===== src/hdl/kdop_pkg.sv =====
// Types and constants of the 18-DOP point accumulator.
package kdop_pkg;

   localparam int COORD_BITS = 24;
   localparam int SLAB_BITS  = COORD_BITS + 1;
   localparam int SLAB_COUNT = 9;

   // Request codes; the fourth code is unused and leaves the volume alone.
   typedef enum logic [1:0] {
      REQ_CLEAR = 2'd0,
      REQ_ADD   = 2'd1,
      REQ_TEST  = 2'd2
   } req_kind_type;

   typedef logic signed [COORD_BITS-1:0] coord_type;
   typedef logic [COORD_BITS-1:0]        extent_type;
   typedef logic signed [SLAB_BITS-1:0]  slab_type;
   typedef logic [SLAB_COUNT-1:0][SLAB_BITS-1:0] slab_vec_type;

   // Empty volume: every low bound at the top, every high bound at the bottom.
   localparam slab_type SLAB_LOW_INIT  = {1'b0, {COORD_BITS{1'b1}}};
   localparam slab_type SLAB_HIGH_INIT = {1'b1, {COORD_BITS{1'b0}}};

   // Slab order: x, y, z, x+y, x+z, y+z, x-y, x-z, y-z.
   localparam int SLAB_X = 0;
   localparam int SLAB_Y = 1;
   localparam int SLAB_Z = 2;

   typedef struct packed {
      logic [1:0] req_type;
      coord_type  coord_x;
      coord_type  coord_y;
      coord_type  coord_z;
   } point_beat_type;

   typedef struct packed {
      logic valid;
      logic hit;
   } stage_ctl_type;

   typedef struct packed {
      logic       inside_res;
      logic       is_empty;
      extent_type extent_x;
      extent_type extent_y;
      extent_type extent_z;
      coord_type  middle_x;
      coord_type  middle_y;
      coord_type  middle_z;
   } result_type;

endpackage


===== src/hdl/kdop_slab.sv =====
// Slab store: forms the nine slab values of a point, clears, widens or tests the slabs.
module kdop_slab (
   input  logic                   clock,
   input  logic                   reset,
   input  logic                   advance,
   input  logic                   beat_valid,
   input  kdop_pkg::point_beat_type beat,
   output kdop_pkg::slab_vec_type slab_low,
   output kdop_pkg::slab_vec_type slab_high,
   output kdop_pkg::stage_ctl_type stage
);
   import kdop_pkg::*;

   slab_vec_type  low_ff,   low_in;
   slab_vec_type  high_ff,  high_in;
   stage_ctl_type stage_ff, stage_in;
   slab_type      ext_x, ext_y, ext_z;
   slab_type      value [SLAB_COUNT];
   logic [SLAB_COUNT-1:0] in_slab;

   // Sign-extend the coordinates one bit so every diagonal fits.
   assign ext_x = {beat.coord_x[COORD_BITS-1], beat.coord_x};
   assign ext_y = {beat.coord_y[COORD_BITS-1], beat.coord_y};
   assign ext_z = {beat.coord_z[COORD_BITS-1], beat.coord_z};

   // The three axis values and the six diagonal sums and differences.
   assign value[0] = ext_x;
   assign value[1] = ext_y;
   assign value[2] = ext_z;
   assign value[3] = ext_x + ext_y;
   assign value[4] = ext_x + ext_z;
   assign value[5] = ext_y + ext_z;
   assign value[6] = ext_x - ext_y;
   assign value[7] = ext_x - ext_z;
   assign value[8] = ext_y - ext_z;

   // Per-slab containment and widening, all nine slabs in parallel.
   always_comb begin
      low_in  = low_ff;
      high_in = high_ff;
      for (int i = 0; i < SLAB_COUNT; i++) begin
         in_slab[i] = (value[i] >= $signed(low_ff[i])) && (value[i] <= $signed(high_ff[i]));
         if (beat_valid && (beat.req_type == REQ_CLEAR)) begin
            low_in[i]  = SLAB_LOW_INIT;
            high_in[i] = SLAB_HIGH_INIT;
         end else if (beat_valid && (beat.req_type == REQ_ADD)) begin
            if (value[i] < $signed(low_ff[i])) begin
               low_in[i] = value[i];
            end
            if (value[i] > $signed(high_ff[i])) begin
               high_in[i] = value[i];
            end
         end
      end
   end

   // Stage control: a test is a hit only when all nine slabs contain the point.
   always_comb begin
      stage_in.valid = beat_valid;
      stage_in.hit   = (beat.req_type == REQ_TEST) && (&in_slab);
   end

   always_ff @(posedge clock) begin
      if (reset) begin
         for (int i = 0; i < SLAB_COUNT; i++) begin
            low_ff[i]  <= SLAB_LOW_INIT;
            high_ff[i] <= SLAB_HIGH_INIT;
         end
         stage_ff <= '0;
      end else if (advance) begin
         low_ff   <= low_in;
         high_ff  <= high_in;
         stage_ff <= stage_in;
      end
   end

   assign slab_low  = low_ff;
   assign slab_high = high_ff;
   assign stage     = stage_ff;
endmodule


===== config.mk =====
export PLATFORM = sky130hd
export DESIGN_NAME = kdop_slab
export DESIGN_NICKNAME = d
export VERILOG_FILES = /design/src/hdl/kdop_pkg.sv /design/src/hdl/kdop_slab.sv
export SDC_FILE = /design/constraint.sdc
export NUM_CORES = 2
export LEC_CHECK = 0
export BUFFER_PORTS_ARGS = -buffer_cell sky130_fd_sc_hd__clkbuf_2
export CORE_ASPECT_RATIO = 1.75
export CORE_MARGIN = 5
export CORE_UTILIZATION = 61
export CTS_CLUSTER_DIAMETER = 120
export CTS_CLUSTER_SIZE = 8
export DETAILED_ROUTE_END_ITERATION = 12
export MAX_ROUTING_LAYER = met4
export PLACE_DENSITY = 0.85
export SLEW_MARGIN = 20
export SYNTH_ARGS = -nofsm -noshare
export SYNTH_HDL_FRONTEND = slang
export SYNTH_SLANG_ARGS = --single-unit

===== constraint.sdc =====
create_clock -name clock -period 12.34 [get_ports clock]
set_input_delay 1.234 -clock clock [delete_from_list [all_inputs] [get_ports clock]]
set_output_delay 1.234 -clock clock [all_outputs]
set_load 0.02 [all_outputs]

==> impl_metrics.tcl <==
set metrics [dict create \
    peakVddDrop_uv 132 \
    synth_fa_ha_area_share_pct 21.5 \
    ys.flop_type "dfxtp_1" \
    setup_viol 0 \
    p_leak_nw 20.0 \
    setup_tns_ns 0 \
    synthesis.area_um2 35100 \
    synth_seq_cells 452 \
    post_drt_wl_per_cell_um 23.5 \
    layout.cells.most_common "inv_1" \
    cts_buffers 66 \
    slew_headroom_pct 18.0 \
    die_width_um 191 \
    drive_gt1_share_pct 13.4 \
    worst_hold_path.endpoint "stage[0]$_SDFFE_PP0P_" \
    route.detailed.drc 0 \
    rrSetupSlack_ns 8.13 \
    row_count 116 \
    reg2reg_depth 12 \
    via_per_inst 6.21 \
    async_flop_share_pct 0 \
    clockBufferDepth 3 \
    grt_overflow_total 0 \
    nets 5770 \
    critPathKind "in2reg" \
    gp_congestion 1.06 \
    synthCells 4691 \
    start_util_pct 61.4 \
    clock_latency_ns 0.63 \
    max_stage_delay_ns 0.88 \
    cts.repair.resized 0 \
    syn_to_final_growth_pct 14.0 \
    firstDrtPassIters 8 \
    swShare_pct 37.4 \
    clock_skew_ns 0.0237 \
    cts_hold_buffers 0 \
    crit_top_cell "inv_1" \
    hold-path-cell-count 2 \
    synth-compound-area-share_pct 20.1 \
    synthDistinctLibCells 85 \
    core_area_um2 57200 \
    hold_violations 0 \
    synth_xor_area_share_pct 3.04 \
    antenna_left 0 \
    io_pins 530 \
    path_buf_inv 4 \
    num_vias 36439 \
    worstPathArrival_ns 8.00 \
    cts_num_sinks 452 \
    synthSimpleGateAreaFrac_pct 20.0 \
    rsz0062_at_grt "false" \
    final_cell_mix "inv_1, ha_1, clkbuf_2, dfxtp_1, a21oi_1" \
    path_depth 25 \
    min_from "stage[0]$_SDFFE_PP0P_" \
    chipHeight_um 327 \
    clkPwrFrac_pct 33.9 \
    cp-start-kind "primary input" \
    r2r-start "slab_low[157]$_SDFFE_PP1P_" \
    pwr_density_cell_nw_per_um2 123 \
    max_freq_mhz 134 \
    grt_pass1_vias 35829 \
    worst_pin_slew_ns 1.22 \
    p_seq_share_pct 32.2 \
    htree_levels 3 \
    syn_avg_cell_area_um2 7.49 \
    drv_cap 0 \
    fin_util_pct 70.0 \
    nFillCells 4912 \
    root_buffer "clkbuf_16" \
    grt_pass1_wl_um 205000 \
    drt-initial-drc-count 2725 \
    hold_path.class "reg2reg" \
    synth_edf_count 0 \
    rr_endpoint "stage[0]$_SDFFE_PP0P_" \
    p_sw_mw 1.84 \
    portBuffers 529 \
    path_clk_slew_ns 0.05 \
    antenna_found_initial 0 \
    required_ns 12.89 \
    cts_setup_buffers 0 \
    dp_hpwl_um 107000 \
    ys_warn_count 0 \
    ys_seq_area_share_pct 25.8 \
    synth_top_family_by_area "adder cells" \
    grt_max_degree 139 \
    critPathSlowestCell "a211oi_1" \
    synth_mux_area_share_pct 0.203 \
    report.final.slew_viol_count 0 \
    min_period_over_period_pct 60.4 \
    cts_tree "yes" \
    path_delay_family "compound AO/OA/AOI/OAI gates" \
    p_int_mw 3.08 \
    grt_use_total_pct 43.4 \
    fin_crit_ns 7.45 \
    cp-end-kind "flop" \
    syn_nets 5369 \
    critPathMaxFanout 5 \
    power_frac_comb_pct 33.9 \
    fp.dieArea_um2 62700 \
    routed_wl_um 138000 \
    status "complete, no violations" \
]
-- power groups by stage --
| stage | Clock, mW | Combinational [mW] | Sequential [mW] |
|---|---|---|---|
| CTS | 1.67 | 1.64 | 1.58 |
| finish | 1.67 | 1.67 | 1.59 |
| global placement | 0 | 1.60 | 1.61 |
| floorplan | 0 | 0.995 | 1.67 |
| global route | 1.73 | 1.82 | 1.59 |
| detailed placement | 0 | 1.62 | 1.61 |
-- synth_stat cells (all sizes together), types with 24 or more instances --
cell,n,area (µm²)
dfxtp,452,9050
o211ai,31,238
nor4,38,238
nand3,194,971
nand4,82,513
inv,646,2420
nor3,177,886
o22ai,25,156
xor2,24,210
xnor2,98,858
a22oi,26,195
o21bai,34,255
a21oi,434,2180
ha,594,7430
a21o,103,776
nand2b,56,350
a31oi,27,169
o21a,25,188
and2,28,175
buf,29,126
clkbuf,197,739
nand2,341,1280
and3,37,231
nor2b,49,307
o21ai,291,1460
nor2,404,1520
-- flip-flops by register name, indices dropped and copies added (netlist names) --
signal,flops
slab_low,225
slab_high,225
stage,2
-- worst register-to-register path, delay by kind of cell (launching register included) --
family                     cells  cell delay, ns
and+or+nand+nor                4            1.26
adders and majority gates      1            0.31
DFF                            1            0.39
buffers and inverters          1            0.08
AOI/OAI and AO/OA              6            2.11
-- worst max path at each step --
stage | to | slack [ns] | startpoint
5_1_grt | stage[0]$_SDFFE_PP0P_ | 4.58 | beat[48]
6_report | stage[0]$_SDFFE_PP0P_ | 4.89 | beat[48]
3_3_place_gp | stage[0]$_SDFFE_PP0P_ | 4.39 | beat[48]
2_1_floorplan | slab_low[160]$_SDFFE_PP1P_ | 6.25 | beat[48]
3_5_place_dp | stage[0]$_SDFFE_PP0P_ | 4.40 | beat[48]
4_1_cts | stage[0]$_SDFFE_PP0P_ | 5.02 | beat[48]
-- metal layers --
metal / part of all wire [%] / global-route usage [%] / wire (µm)
met2: 48 / 72.8 / 65600
met4: 12 / 38.7 / 15900
met1: 33 / 41.7 / 45000
met3: 8.1 / 8.62 / 11100
met5: 0 / - / 0
-- through the flow --
stage | setup WS [ns] | instances | hold WS, ns | power [mW] | cell area (µm²)
after detailed placement | 4.40 | 5790 | 0.448 | 3.24 | 38200
after floorplan | 6.25 | 4691 | 0.521 | 2.66 | 35100
final | 4.89 | 5864 | 0.454 | 4.93 | 40000
after CTS | 5.02 | 5862 | 0.455 | 4.90 | 40000
after global placement | 4.39 | 5790 | 0.438 | 3.21 | 38200
after global routing | 4.58 | 5863 | 0.468 | 5.14 | 40000
-- layout make-up --
class	count	area [µm²]	area share, %
Clock inverter	3	47.5	0.119
Clock buffer	69	1730	4.31
Timing Repair Buffer	559	2910	7.27
Multi-Input combinational cell	3366	22900	57.2
Tap cell	767	960	2.40
Antenna cell	1	2.50	0.00625
Inverter	647	2430	6.08
Sequential cell	452	9050	22.6
-- logic make-up (layout without fill, tap and decap cells) --
group           Yosys count  count (layout)
compound gates         1155            1155
xor+xnor                122             122
fa+ha+maj               600             600
buf+inv                 873            1278
flops                   452             452
mux                       7               7
other cells               0               1
simple gates           1482            1482
Power figures use the tool's default switching activity.
